**config.mk**
```make
export PLATFORM = sky130hd
export DESIGN_NAME = heap_guard_and_refresh_scheduler_flat
export DESIGN_NICKNAME = d
export VERILOG_FILES = /design/src/hdl/hgrs_pkg.sv /design/src/hdl/hgrs_if.sv /design/src/hdl/heap_guard_and_refresh_scheduler.sv /design/src/flat_wrapper.sv
export VERILOG_INCLUDE_DIRS = /design/src /design/src/hdl
export SDC_FILE = /design/constraint.sdc
export NUM_CORES = 1
export LEC_CHECK = 0
export BUFFER_PORTS_ARGS = -buffer_cell sky130_fd_sc_hd__buf_2
export CAP_MARGIN = 20
export CORE_UTILIZATION = 61
export DETAILED_ROUTE_END_ITERATION = 10
export MAX_ROUTING_LAYER = met4
export PLACE_DENSITY_LB_ADDON = 0.1
export SLEW_MARGIN = 0
export SYNTH_ARGS = -nofsm -noshare
export SYNTH_HDL_FRONTEND = slang
export SYNTH_SLANG_ARGS = --single-unit
```
**constraint.sdc**
```tcl
create_clock -name clk -period 6.13 [get_ports clk]
set_input_delay 1.226 -clock clk [delete_from_list [all_inputs] [get_ports clk]]
set_output_delay 1.226 -clock clk [all_outputs]
set_load 0.1 [all_outputs]
```
**src/hdl/heap_guard_and_refresh_scheduler_assert.svh**
```systemverilog
// Assertion macros for the heap guard / refresh scheduler.
// Each expects clk and rst_n in scope.
`ifndef HEAP_GUARD_AND_REFRESH_SCHEDULER_ASSERT_SVH
`define HEAP_GUARD_AND_REFRESH_SCHEDULER_ASSERT_SVH

// Same-cycle implication.
`define HGRS_ASSERT_NOW(lbl, ante, cons) \
  lbl: assert property (@(posedge clk) disable iff (!rst_n) (ante) |-> (cons)) \
    else $error("hgrs: same-cycle check failed");

// Next-cycle implication.
`define HGRS_ASSERT_NEXT(lbl, ante, cons) \
  lbl: assert property (@(posedge clk) disable iff (!rst_n) (ante) |=> (cons)) \
    else $error("hgrs: next-cycle check failed");

`endif

```
**src/hdl/hgrs_pkg.sv**
```systemverilog
package hgrs_pkg;

  typedef struct packed {
    logic [31:0] now_ms;
    logic        tx_idle;
    logic [31:0] largest_free_bytes;
    logic        mqtt_active;
  } in_item_t;

  typedef struct packed {
    logic reboot_request;
    logic stop_mqtt;
    logic refresh_crypto;
    logic send_arp;
  } out_item_t;

  localparam int unsigned CFG_IDX_W  = 3;
  localparam int unsigned CFG_DATA_W = 32;

  localparam logic [CFG_IDX_W-1:0] CFG_HEAP_FLOOR_KB       = 3'd0;
  localparam logic [CFG_IDX_W-1:0] CFG_ARM_DELAY_MS        = 3'd1;
  localparam logic [CFG_IDX_W-1:0] CFG_REBOOT_GAP_MS       = 3'd2;
  localparam logic [CFG_IDX_W-1:0] CFG_CONFIRM_COUNT       = 3'd3;
  localparam logic [CFG_IDX_W-1:0] CFG_REFRESH_INTERVAL_MS = 3'd4;

  localparam logic [21:0] RST_HEAP_FLOOR_KB       = 22'd0;
  localparam logic [31:0] RST_ARM_DELAY_MS        = 32'd7200000;   // 2 h
  localparam logic [30:0] RST_REBOOT_GAP_MS       = 31'd21600000;  // 6 h
  localparam logic [7:0]  RST_CONFIRM_COUNT       = 8'd3;
  localparam logic [30:0] RST_REFRESH_INTERVAL_MS = 31'd86400000;  // 24 h

  localparam logic [7:0] STREAK_MAX = 8'hFF;

endpackage

```
**src/hdl/hgrs_if.sv**
```systemverilog
interface hgrs_in_if;
  import hgrs_pkg::*;
  logic     valid;
  logic     ready;
  in_item_t payload;
  modport source (output valid, output payload, input ready);
  modport sink   (input valid, input payload, output ready);
endinterface

interface hgrs_out_if;
  import hgrs_pkg::*;
  logic      valid;
  logic      ready;
  out_item_t payload;
  modport source (output valid, output payload, input ready);
  modport sink   (input valid, input payload, output ready);
endinterface

```
**src/hdl/heap_guard_and_refresh_scheduler.sv**
```systemverilog
// Heap guard and refresh scheduler. Every tick item accepted on in_ch gives
// exactly one result item on out_ch. A tick is first captured in an input
// register; the guard and refresh decisions are then formed by one level of
// compare and count logic and stored in the result register, while the
// schedule state (below-floor streak, last reboot and last refresh time) is
// updated in the same edge. Throughput is one item per clock: the input
// register refills while the result register is handed on, so a stall only
// holds the block when both registers are full. Registers are written through
// cfg_* and take effect from the next tick processed.
`include "heap_guard_and_refresh_scheduler_assert.svh"

module heap_guard_and_refresh_scheduler (
  input  logic                                  clk,
  input  logic                                  rst_n,
  hgrs_in_if.sink                               in_ch,
  hgrs_out_if.source                            out_ch,
  input  logic                                  cfg_we,
  input  logic [hgrs_pkg::CFG_IDX_W-1:0]        cfg_index,
  input  logic [hgrs_pkg::CFG_DATA_W-1:0]       cfg_wdata
);
  import hgrs_pkg::*;

  // configuration
  logic [21:0] heap_floor_kb_r;
  logic [31:0] arm_delay_ms_r;
  logic [30:0] reboot_gap_ms_r;
  logic [7:0]  confirm_count_r;
  logic [30:0] refresh_interval_ms_r;

  // schedule state
  logic [7:0]  streak_r, streak_nxt;
  logic [31:0] last_reboot_r, last_reboot_nxt;
  logic        reboot_valid_r, reboot_valid_nxt;
  logic [31:0] last_refresh_r, last_refresh_nxt;

  // pipeline
  logic      s1_valid_r;
  in_item_t  s1_item_r;
  logic      out_valid_r;
  out_item_t out_item_r, out_item_nxt;
  logic      advance;

  // decision terms
  logic [31:0] reboot_diff, refresh_diff;
  logic        in_gap, refresh_due, healthy, armed;
  logic [7:0]  streak_inc;

  assign advance      = s1_valid_r && (!out_valid_r || out_ch.ready);
  assign in_ch.ready  = !s1_valid_r || advance;
  assign out_ch.valid = out_valid_r;
  assign out_ch.payload = out_item_r;

  // config write port
  always_ff @(posedge clk) begin
    if (!rst_n) begin
      heap_floor_kb_r       <= RST_HEAP_FLOOR_KB;
      arm_delay_ms_r        <= RST_ARM_DELAY_MS;
      reboot_gap_ms_r       <= RST_REBOOT_GAP_MS;
      confirm_count_r       <= RST_CONFIRM_COUNT;
      refresh_interval_ms_r <= RST_REFRESH_INTERVAL_MS;
    end else if (cfg_we) begin
      case (cfg_index)
        CFG_HEAP_FLOOR_KB:       heap_floor_kb_r       <= cfg_wdata[21:0];
        CFG_ARM_DELAY_MS:        arm_delay_ms_r        <= cfg_wdata;
        CFG_REBOOT_GAP_MS:       reboot_gap_ms_r       <= cfg_wdata[30:0];
        CFG_CONFIRM_COUNT:       confirm_count_r       <= cfg_wdata[7:0];
        CFG_REFRESH_INTERVAL_MS: refresh_interval_ms_r <= cfg_wdata[30:0];
        default: ;  // unmapped index, dropped
      endcase
    end
  end

  // Wrapped differences read as signed; the limits are never negative, so a
  // negative difference is always below them.
  assign reboot_diff  = s1_item_r.now_ms - last_reboot_r;
  assign refresh_diff = s1_item_r.now_ms - last_refresh_r;
  assign in_gap       = reboot_valid_r &&
                        (reboot_diff[31] || (reboot_diff[30:0] < reboot_gap_ms_r));
  assign refresh_due  = !refresh_diff[31] && (refresh_diff[30:0] >= refresh_interval_ms_r);
  assign healthy      = s1_item_r.largest_free_bytes >= {heap_floor_kb_r, 10'd0};
  assign armed        = !(s1_item_r.now_ms < arm_delay_ms_r);
  assign streak_inc   = (streak_r == STREAK_MAX) ? STREAK_MAX : streak_r + 8'd1;

  always_comb begin
    streak_nxt       = streak_r;
    last_reboot_nxt  = last_reboot_r;
    reboot_valid_nxt = reboot_valid_r;
    last_refresh_nxt = last_refresh_r;
    out_item_nxt     = '0;

    // heap guard: off with a zero floor, streak kept
    if (heap_floor_kb_r != '0) begin
      if (!armed) begin
        streak_nxt = '0;
      end else if (!in_gap && s1_item_r.tx_idle) begin
        if (healthy) begin
          streak_nxt = '0;
        end else begin
          streak_nxt = streak_inc;
          if (streak_inc >= confirm_count_r) begin
            out_item_nxt.reboot_request = 1'b1;
            last_reboot_nxt             = s1_item_r.now_ms;
            reboot_valid_nxt            = 1'b1;
          end
        end
      end
    end

    // refresh chores wait for an idle tick once due
    if (refresh_due && s1_item_r.tx_idle) begin
      out_item_nxt.refresh_crypto = 1'b1;
      out_item_nxt.send_arp       = 1'b1;
      out_item_nxt.stop_mqtt      = s1_item_r.mqtt_active;
      last_refresh_nxt            = s1_item_r.now_ms;
    end
  end

  // input register
  always_ff @(posedge clk) begin
    if (!rst_n) begin
      s1_valid_r <= 1'b0;
    end else if (in_ch.ready) begin
      s1_valid_r <= in_ch.valid;
    end
  end

  always_ff @(posedge clk) begin
    if (in_ch.valid && in_ch.ready) begin
      s1_item_r <= in_ch.payload;
    end
  end

  // result register and schedule state
  always_ff @(posedge clk) begin
    if (!rst_n) begin
      out_valid_r    <= 1'b0;
      streak_r       <= '0;
      last_reboot_r  <= '0;
      reboot_valid_r <= 1'b0;
      last_refresh_r <= '0;
    end else begin
      if (advance) begin
        out_valid_r    <= 1'b1;
        streak_r       <= streak_nxt;
        last_reboot_r  <= last_reboot_nxt;
        reboot_valid_r <= reboot_valid_nxt;
        last_refresh_r <= last_refresh_nxt;
      end else if (out_ch.ready) begin
        out_valid_r <= 1'b0;
      end
    end
  end

  always_ff @(posedge clk) begin
    if (advance) begin
      out_item_r <= out_item_nxt;
    end
  end

  // checks
  `HGRS_ASSERT_NOW(a_chores_paired, out_valid_r, (out_item_r.refresh_crypto == out_item_r.send_arp) && (!out_item_r.stop_mqtt || out_item_r.refresh_crypto))
  `HGRS_ASSERT_NEXT(a_refresh_time, advance && out_item_nxt.refresh_crypto, last_refresh_r == $past(s1_item_r.now_ms))
  `HGRS_ASSERT_NEXT(a_reboot_recorded, advance && out_item_nxt.reboot_request, reboot_valid_r && (last_reboot_r == $past(s1_item_r.now_ms)))
  `HGRS_ASSERT_NEXT(a_guard_off_streak, advance && (heap_floor_kb_r == '0), $stable(streak_r))

endmodule
```
**src/flat_wrapper.sv**
```systemverilog
// flat-port wrapper written by rule: the top's interface ports become plain ports
module heap_guard_and_refresh_scheduler_flat import hgrs_pkg::*;
  (clk, rst_n, cfg_we, cfg_index, cfg_wdata, in_ch_valid, in_ch_payload, in_ch_ready, out_ch_valid, out_ch_payload, out_ch_ready);
  hgrs_in_if in_ch_i ();
  hgrs_out_if out_ch_i ();
  input  logic clk;
  input  logic rst_n;
  input  logic cfg_we;
  input  logic [hgrs_pkg::CFG_IDX_W-1:0] cfg_index;
  input  logic [hgrs_pkg::CFG_DATA_W-1:0] cfg_wdata;
  input wire logic [$bits(in_ch_i.valid)-1:0] in_ch_valid;
  input wire logic [$bits(in_ch_i.payload)-1:0] in_ch_payload;
  output wire logic [$bits(in_ch_i.ready)-1:0] in_ch_ready;
  output wire logic [$bits(out_ch_i.valid)-1:0] out_ch_valid;
  output wire logic [$bits(out_ch_i.payload)-1:0] out_ch_payload;
  input wire logic [$bits(out_ch_i.ready)-1:0] out_ch_ready;
  assign in_ch_i.valid = in_ch_valid;
  assign in_ch_i.payload = in_ch_payload;
  assign in_ch_ready = in_ch_i.ready;
  assign out_ch_valid = out_ch_i.valid;
  assign out_ch_payload = out_ch_i.payload;
  assign out_ch_i.ready = out_ch_ready;
  heap_guard_and_refresh_scheduler u_core (.clk(clk), .rst_n(rst_n), .in_ch(in_ch_i), .out_ch(out_ch_i), .cfg_we(cfg_we), .cfg_index(cfg_index), .cfg_wdata(cfg_wdata));
endmodule
```
Word-level counts from Yosys, hierarchy flattened

Index checks and enable logic that the tools add are counted.

Logic and storage cells: 70
Bits of input ports: 106
Register bits after elaboration: 269
Output and inout bits: 6

$lt $le $gt $ge: 5
Eq/ne operators: 5
$add $sub $neg: 3
Reductions and logical operators: 26
Bitwise logic cells: 4
Muxes and demuxes: 8

Operator list:

| cell                                                 | count |
|---|---|
| subtractor 32 bit                                    | 2 |
| greater-or-equal comparator 32 bit                   | 1 |
| less-than comparator 32 bit                          | 1 |
| 2-to-1 mux 8 bit                                     | 4 |
| greater-or-equal comparator 31 bit                   | 1 |
| less-than comparator 31 bit                          | 1 |
| nonzero test 22 bit                                  | 1 |
| AND reduction 2 bit                                  | 6 |
| adder 8 x 1 -> 8 bit (second input constant)         | 1 |
| equality test 8 bit (second input constant)          | 1 |
| greater-or-equal comparator 8 bit                    | 1 |
| equality test 3 x 2 -> 1 bit (second input constant) | 2 |
| logical AND 1 bit                                    | 6 |
| AND reduction 6 bit                                  | 1 |
| zero test 1 bit                                      | 4 |
| inverter 1 bit                                       | 4 |
| nonzero test 2 bit                                   | 2 |
| OR reduction 4 bit                                   | 1 |
| equality test 3 x 1 -> 1 bit (second input constant) | 1 |
| equality test 3 bit (second input constant)          | 1 |
| zero test 3 bit                                      | 1 |
| logical OR 1 bit                                     | 3 |
| 2-to-1 mux 1 bit                                     | 3 |
| AND reduction 3 bit                                  | 1 |
| 2-to-1 mux 2 bit                                     | 1 |

Longest topological paths before layout

Gate-level depths: netlist of run 1.

Word-level depth: 8
Mapped depth: 26
Mapped depth without buffers: 24

Worst setup path before layout of run 1

No wires, ideal clock.

Path type: register -> register
Start point: reg u_core.s1_item_r[34] (netlist bit)
End point: reg u_core.last_reboot_r[10]
Buffers on the path: 2
Required time: 6.004 ns
Clock period less this slack: 4.812 ns
Stages on the path, launching flop included: 26
Data arrival time: 4.686 ns
Library setup time: 0.126 ns
Slack: 1.318 ns
Cells stage by stage: edfxtp_1 > inv_2 > ha_1 > fa_1 > nor2b_1 > o31a_1 > o21ai_1 > a21oi_1 > a41oi_1 > o311ai_1 > o2111ai_1 > o211ai_1 > o211ai_1 > xnor2_1 > ha_1 > a21o_1 > a21o_1 > a21oi_1 > o21ai_0 > a21o_1 > o31ai_1 > a211oi_2 > nand4_1 > buf_2 > buf_1 > o21ai_1

Word-level cells in the longest chain between the ends: 7
Elaborated cells between the ends (all ways): 9
Classes of those cells: 1 x add/sub; 2 x order compare; 1 x bitwise; 5 x reduce/logical

RTL lines:

| element                         | line                                    | source |
|---|---|---|
| from (decl)                     | heap_guard_and_refresh_scheduler.sv:38  | `in_item_t s1_item_r;` |
| from (signal assigned)          | heap_guard_and_refresh_scheduler.sv:129 | `s1_item_r <= in_ch.payload;` |
| subtractor 32 bit               | heap_guard_and_refresh_scheduler.sv:75  | `assign reboot_diff = s1_item_r.now_ms - last_reboot_r;` |
| less-than comparator 31 bit     | heap_guard_and_refresh_scheduler.sv:78  | `(reboot_diff[31] \|\| (reboot_diff[30:0] < reboot_gap_ms_r));` |
| logical OR 1 bit                | heap_guard_and_refresh_scheduler.sv:78  |  |
| logical AND 1 bit               | heap_guard_and_refresh_scheduler.sv:77  | `assign in_gap = reboot_valid_r &&` |
| zero test 1 bit                 | heap_guard_and_refresh_scheduler.sv:95  | `end else if (!in_gap && s1_item_r.tx_idle) begin` |
| logical AND 1 bit               | heap_guard_and_refresh_scheduler.sv:95  |  |
| AND reduction 6 bit (no line) * | n/a                                     |  |
| to (signal assigned)            | heap_guard_and_refresh_scheduler.sv:145 | `last_reboot_r <= last_reboot_nxt;` |
| to (decl)                       | heap_guard_and_refresh_scheduler.sv:32  | `logic [31:0] last_reboot_r, last_reboot_nxt;` |

Every way passes the cells marked *; elsewhere a longest branch is shown, timed or not.
A chain may end at the register's enable or synchronous reset.

Worst setup path in the final report of run 1

Start point: reg u_core.s1_item_r[36] (netlist bit)
End point: reg u_core.last_refresh_r[4]

Word-level cells in the longest chain between the ends: 5
Elaborated cells between the ends (all ways): 6
Classes of those cells: 1 x add/sub; 1 x order compare; 4 x reduce/logical

RTL lines:

| element                                                                      | line                                    | source |
|---|---|---|
| subtractor 32 bit *                                                          | heap_guard_and_refresh_scheduler.sv:76  | `assign refresh_diff = s1_item_r.now_ms - last_refresh_r;` |
| greater-or-equal comparator 31 bit / zero test 1 bit (equally long branches) | heap_guard_and_refresh_scheduler.sv:79  | `assign refresh_due = !refresh_diff[31] && (refresh_diff[30:0] >= refresh_interval_ms_r);` |
| logical AND 1 bit *                                                          | heap_guard_and_refresh_scheduler.sv:79  |  |
| logical AND 1 bit *                                                          | heap_guard_and_refresh_scheduler.sv:110 | `if (refresh_due && s1_item_r.tx_idle) begin` |
| AND reduction 2 bit (no line) *                                              | n/a                                     |  |
| to (signal assigned)                                                         | heap_guard_and_refresh_scheduler.sv:147 | `last_refresh_r <= last_refresh_nxt;` |
| to (decl)                                                                    | heap_guard_and_refresh_scheduler.sv:34  | `logic [31:0] last_refresh_r, last_refresh_nxt;` |

Marked as above.

==> metrics.cfg, run 1 <==
[outcome]
run_status=finished, final reports clean

[pwr]
pwr-share-seq=0.435
powerDensity_mw_per_mm2=250.7
p_sw_frac=0.2666
p_int_uw=3225
finalPower_uw=4397
p_comb_frac=0.152
leakagePower_uw=0.006963
switchingPower_uw=1172
p_clk_frac=0.413
irDropWorstVdd_uv=220.7

[final_layout]
antenna_cells=0
mostFrequentLayoutCells=nand2_1 (322), inv_1 (199), dfxtp_1 (199)
multi_input_area_mm2=0.008658
final_layout_size_suffix_gt1_frac=0.1009
layout.nets=2171
final-seq-area_mm2=0.006056
fin_area_mm2=0.01754
area_delta_synth_final_pct=11.46
layout_commonest_cell=nand2_1
fillers=2046

[sta]
finalCritPeriodShare=0.9264
period_needed_ns=5.679
hold_viol=0
fmax_ghz=0.1761
finalSetupViolCount=0
skew_ns=0.008600
rsz0062_at_grt=no
fin_setup_tns_ns=0
relSlewSlack=0.3574
tightestPinTransition_ns=0.9639
slew_viol_final=0

[setup_path]
path_buf_inv=1
cp_data_arrival_time_ns=6.17
rrSetupSlack_ns=0.45
critical-path-max-stage-delay_ns=0.49
critPathKind=register to register
slowest_stage=o311ai_1
startpoint_type=register
cp.required_ns=6.62
cp-end-kind=register
cp_max_fo=32
cp_cell_sequence=ha_1, nor2b_1, o21ai_1, a21boi_1, o311ai_1, a311oi_1, a31oi_1, a21oi_1, nor2b_1, o21bai_1, xor2_1, ha_1, nand4_1, nor2_1, o211ai_1, a21oi_1, a2111oi_0, o21ai_1, a31o_2, nand4_1, mux2i_4, buf_12, mux2i_1
crit_family=compound AO/OA/AOI/OAI gates

[clock_network]
clkTransAtPathRegs_ns=0.06
cts-root-buf=clkbuf_16
cts_buffers=30
clock_sinks=268
postCtsSetupBuffers=0
postCtsResizedCells=0
clkLatencyLatePin_ns=0.57
clk_path_buf_depth=3
cts_hold_buf=0
htreeDepth=1
cts_tree=built

[synth]
async_flop_share=0
synth_seq_cells=268
yosys.area.top_type=dfxtp_1
synthTopCellsByArea=dfxtp_1 (25%), ha_1 (15%), edfxtp_1 (13%), nand2_1 (7.7%), inv_1 (4.7%)
yosysSeqAreaShare=0.3848
synth_edf_count=69
avgSynthCellArea_um2=8.792
ys.flop_type=dfxtp_1
ys_types=79
syn_inst=1790
yosys_warnings=0
yosys.area.top_type_share=0.2531
synth_fp_nets=2083
netlist_area_mm2=0.01574

[global_route]
antenna_found_initial=0
grt_pass1_wl_um=61410
grt_max_degree=94
overflow=0
gr-usage-all-layers=0.3039
grt_pass1_vias=12284

[die]
die_y_um=162.6
die_x_um=162.6
initial_core_util=0.6232
fp.coreArea_mm2=0.02525
ioPinCount=112
row_count=58
design.die.area_mm2=0.02645

[routing]
avgRoutedWirePerCell_um=17.43
wirelength_um=38900
vias_per_cell=5.759
ant_nets=0
drtIter0Drc=768
drc=0
firstDrtPassIters=7
vias=12855

[place]
io_buffers=111
postPlaceCellArea_mm2=0.01652
gp_congestion=0.9109
dpl.hpwl_um=28150

[run]
maxCapViolCount=0

[min_path]
hold_path_class=register to register

sequential cells by signal (all words and copies together) (netlist names):
signal                        flops
u_core.s1_item_r                 66
u_core.arm_delay_ms_r            32
u_core.reboot_gap_ms_r           31
u_core.reboot_valid_r             1
u_core.last_refresh_r            32
u_core.refresh_interval_ms_r     31
u_core.heap_floor_kb_r           22
u_core.streak_r                   8
u_core.last_reboot_r             32
u_core.out_ch.payload             3
u_core.out_ch.valid               1
u_core.confirm_count_r            8
u_core.s1_valid_r                 1
tightest hold or removal path, cell delays in order (launching register included):
cell,delay (ns)
dfxtp_1,0.31
nand2_1,0.05
mux2i_1,0.05
cells by family after synthesis:
group                    after synthesis  synth area share
buffers and inverters                267           0.06591
XOR/XNOR                              57           0.03172
multiplexers                          33           0.02178
AND/OR/NAND/NOR                      537            0.1513
flip-flops                           268            0.3848
adder cells (fa/ha/maj)              187            0.1496
AO/OA/AOI/OAI                        441            0.1949
path summary, 6_finish.rpt:
check,from,to,depth (start not counted)
setup / recovery,u_core.s1_item_r[36],u_core.last_refresh_r[4],23
hold / removal,u_core.last_refresh_r[13],u_core.last_refresh_r[13],2
setup reg to reg,u_core.s1_item_r[36],u_core.last_refresh_r[4],23
hold reg to reg,u_core.last_refresh_r[13],u_core.last_refresh_r[13],2
cells in the mapped netlist, types with 3 or more instances:
master and number:
and3_1 7, o21a_1 18, and2_1 7, buf_1 5, nor2_1 50, mux2i_1 32
nor4_1 7, nor2b_1 22, or3_1 3, edfxtp_1 69, o311ai_1 3, nor3_1 12
dfxtp_1 199, o21bai_1 13, o31a_1 3, buf_6 3, ha_1 185, nand3_1 57
and3b_1 3, a21boi_1 3, a21oi_1 74, o2bb2ai_1 4, a21o_1 62, and4_1 4
clkbuf_1 51, nand2_1 322, inv_1 199, a2111oi_0 3, nand4_1 25, o211ai_1 41
buf_2 6, a21boi_0 95, a311oi_1 3, nand2b_1 7, o21ai_1 45, o21ai_0 26
xor2_1 17, a31oi_1 8, a211o_1 3, a211oi_1 9, xnor2_1 40
cell type report:
type	instances	area share
clock buffers	41	0.04751
clock inverters	15	0.009130
flip-flops and latches	268	0.3452
well taps	330	0.02354
inverters	201	0.04308
multi-input cells	1255	0.4936
repair buffers	122	0.03788
power groups by stage:
stage               sequential, uW  clock [uW]  combinational [uW]
floorplan                     1940           0                 467
global placement              1950           0                 636
detailed placement            1950           0                 655
CTS                           1910        1840                 663
global route                  1920        1910                 745
finish                        1910        1820                 669
metrics by stage:
| step | setup WS, ns | util | std cells | hold WS, ns |
|---|---|---|---|---|
| after floorplan | 1.318 | - | 1790 | 0.4347 |
| after global placement | 0.6298 | 0.6543 | 2175 | 0.4434 |
| after detailed placement | 0.5382 | 0.6543 | 2175 | 0.4511 |
| after CTS | 0.4626 | 0.6937 | 2231 | 0.4588 |
| after global routing | 0.006636 | 0.6946 | 2232 | 0.4791 |
| final | 0.4515 | 0.6946 | 2232 | 0.4580 |
per-layer routing:
| layer | global-route usage | share of wire |
|---|---|---|
| met3 | 0.04151 | 0.051 |
| met5 | - | 0 |
| met4 | 0.1058 | 0.036 |
| met1 | 0.3668 | 0.43 |
| met2 | 0.5194 | 0.48 |
(Power assumes the default switching activity.)
==> run 2: changes to the inputs <==
Settings changed: PLACE_DENSITY set to 0.87, PLACE_DENSITY_LB_ADDON 0.1 to not set.
==> metrics.cfg, run 2 (synthesized netlist as in run 1, its figures left out) <==
[setup_path]
cp_max_fo=32  ; unchanged
r2r-start=u_core.s1_item_r[34]
rr_worst_depth=24  ; +4.3%
cp.required_ns=6.63  ; about the same
cp_data_arrival_time_ns=6.14  ; -0.03 ns
critPathKind=register to register
path_common_cell=a21oi_1
slowest_stage=a311oi_1
cp-end-kind=register
cp_cell_sequence=inv_2, ha_1, fa_1, nor2b_1, o21ai_1, a21boi_1, o311ai_1, a311oi_1, a31oi_1, o21bai_1, a21oi_1, xnor2_1, ha_1, nand4_1, nor3_1, a21oi_1, a21oi_1, a2111oi_0, o21ai_1, a31o_2, nand4_1, mux2i_4, buf_12, mux2i_1
rrSetupSlack_ns=0.48  ; +0.03 ns
startpoint_type=register
critical-path-max-stage-delay_ns=0.50  ; about the same
reg2reg_to=u_core.last_refresh_r[1]

[die]
design.die.area_mm2=0.02645  ; unchanged
die_y_um=162.6  ; unchanged
ioPinCount=112  ; unchanged
fp.coreArea_mm2=0.02525  ; unchanged
row_count=58  ; unchanged
initial_core_util=0.6232  ; unchanged
die_x_um=162.6  ; unchanged

[sta]
tightestPinTransition_ns=0.9439  ; -0.01998 ns
fmax_ghz=0.1771  ; +0.54%
rsz0062_at_grt=no
hold_viol=0  ; unchanged
relSlewSlack=0.3707  ; +0.01332
finalSetupViolCount=0  ; unchanged
finalCritPeriodShare=0.9213  ; -0.005006
slew_viol_final=0  ; unchanged
fin_setup_tns_ns=0  ; unchanged
skew_ns=0.02393  ; +0.01533 ns
period_needed_ns=5.648  ; -0.03069 ns

[routing]
drc=0  ; unchanged
vias=12918  ; +0.49%
firstDrtPassIters=5  ; -2
ant_nets=0  ; unchanged
wirelength_um=38670  ; -0.60%
drtIter0Drc=739  ; -3.8%
avgRoutedWirePerCell_um=17.36  ; -0.42%
vias_per_cell=5.798  ; +0.67%

[place]
io_buffers=111  ; unchanged
gp_congestion=0.9516  ; +4.5%
dpl.hpwl_um=28410  ; +0.91%
dp.cells=2175  ; unchanged

[final_layout]
layout.nets=2169  ; -0.092%
antenna_cells=0  ; unchanged
largest_register_ff_count=66  ; unchanged
area_delta_synth_final_pct=11.39  ; about the same
layout_commonest_cell=nand2_1
largest-register=u_core.s1_item_r
final_layout_size_suffix_gt1_frac=0.1022  ; +0.001266
stdcell_count=2228  ; -0.18%
mostFrequentLayoutCells=nand2_1 (322), inv_1 (199), dfxtp_1 (199)

[global_route]
gr-usage-all-layers=0.3016  ; -0.002336
grt_pass1_vias=12578  ; +2.4%
antenna_found_initial=0  ; unchanged
grt_max_degree=89  ; -5.3%
grt_pass1_wl_um=61580  ; +0.28%
overflow=0  ; unchanged

[clock_network]
clock_sinks=268  ; unchanged
cts-root-buf=clkbuf_16
clk_path_buf_depth=3  ; unchanged
htreeDepth=1  ; unchanged
cts_buffers=28  ; -6.7%
clkTransAtPathRegs_ns=0.07  ; about the same
cts_tree=built
clkLatencyLatePin_ns=0.57  ; about the same
postCtsSetupBuffers=0  ; unchanged

[pwr]
finalPower_uw=4359  ; -0.85%
leakagePower_uw=0.006960  ; about the same
powerDensity_mw_per_mm2=248.7  ; -0.79%
irDropWorstVdd_uv=251.2  ; +14%

[min_path]
min_from=u_core.last_refresh_r[21]
hold_path_class=register to register
hold-path-endpoint=u_core.last_refresh_r[21]
whs_path_depth=2  ; unchanged

[outcome]
run_status=finished, final reports clean

[run]
maxCapViolCount=0  ; unchanged

run 2: cell types whose count changed in the layout (fill, tap and decap cells not counted), sizes merged:
cell and delta:
clkinvlp +1, clkbuf -8, inv +3, clkinv +1, bufinv -1
run 2: worst max-delay path, delay by kind of cell (launching register included):
family | cells | cell delay [ns]
AOI/OAI and AO/OA | 12 | 2.51
adders and majority gates | 3 | 0.95
and+or+nand+nor | 4 | 0.74
muxes | 2 | 0.47
DFF | 1 | 0.36
buffers and inverters | 2 | 0.32
xor gates and xnor gates | 1 | 0.16
run 2: timing repair:
| action | CTS | global route |
|---|---|---|
| endpoints found under the hold margin | 0 | 0 |
| hold buffers | 0 | 0 |
| endpoints found under the setup margin | 0 | 32 |
| resized for setup | 0 | 1 |
run 2: how the worst max path moves through the flow:
stage	start	to	cells after the start
after floorplan	u_core.s1_item_r[34]	u_core.last_reboot_r[10]	25
after global placement	u_core.s1_item_r[34]	u_core.last_reboot_r[13]	25
after detailed placement	u_core.s1_item_r[34]	u_core.last_refresh_r[1]	24
after CTS	u_core.s1_item_r[34]	u_core.last_reboot_r[11]	25
after global routing	u_core.s1_item_r[34]	u_core.last_reboot_r[17]	24
final	u_core.s1_item_r[34]	u_core.last_refresh_r[1]	24
run 2: final cells by class:
| class | instances | area (um^2) |
|---|---|---|
| Clock inverter | 19 | 192.7 |
| Timing Repair Buffer | 122 | 673.1 |
| Fill cell | 1956 | 7724 |
| Inverter | 201 | 755.7 |
| Tap cell | 330 | 412.9 |
| Multi-Input combinational cell | 1255 | 8657 |
| Clock buffer | 33 | 783.3 |
| Sequential cell | 268 | 6056 |
run 2: routing by layer:
layer / vias to the layer above / global-route usage / routed length [um] / part of all wire
li1: 6385 / - / - / -
met1: 6035 / 0.3580 / 16210 / 0.42
met2: 373 / 0.5171 / 18700 / 0.48
met3: 125 / 0.03692 / 2101 / 0.054
met4: 0 / 0.1240 / 1663 / 0.043
met5: - / - / 0 / 0
run 2: through the flow:
| step | util | setup slack, ns | area [um^2] | hold slack [ns] |
|---|---|---|---|---|
| CTS | 0.6934 | 0.5023 | 17510 | 0.4579 |
| finish | 0.6942 | 0.4821 | 17530 | 0.4557 |
| floorplan | - | 1.318 | 15740 | 0.4347 |
| detailed placement | 0.6548 | 0.5687 | 16540 | 0.4474 |
| global route | 0.6942 | 0.1097 | 17530 | 0.4674 |
| global placement | 0.6548 | 0.7632 | 16540 | 0.4435 |
run 2: report_power, final:
group | total [uW] | switching (uW) | internal [uW]
Sequential | 1910 | 37.0 | 1870
Clock | 1770 | 759 | 1010
Combinational | 679 | 402 | 277
Total | 4360 | 1200 | 3160
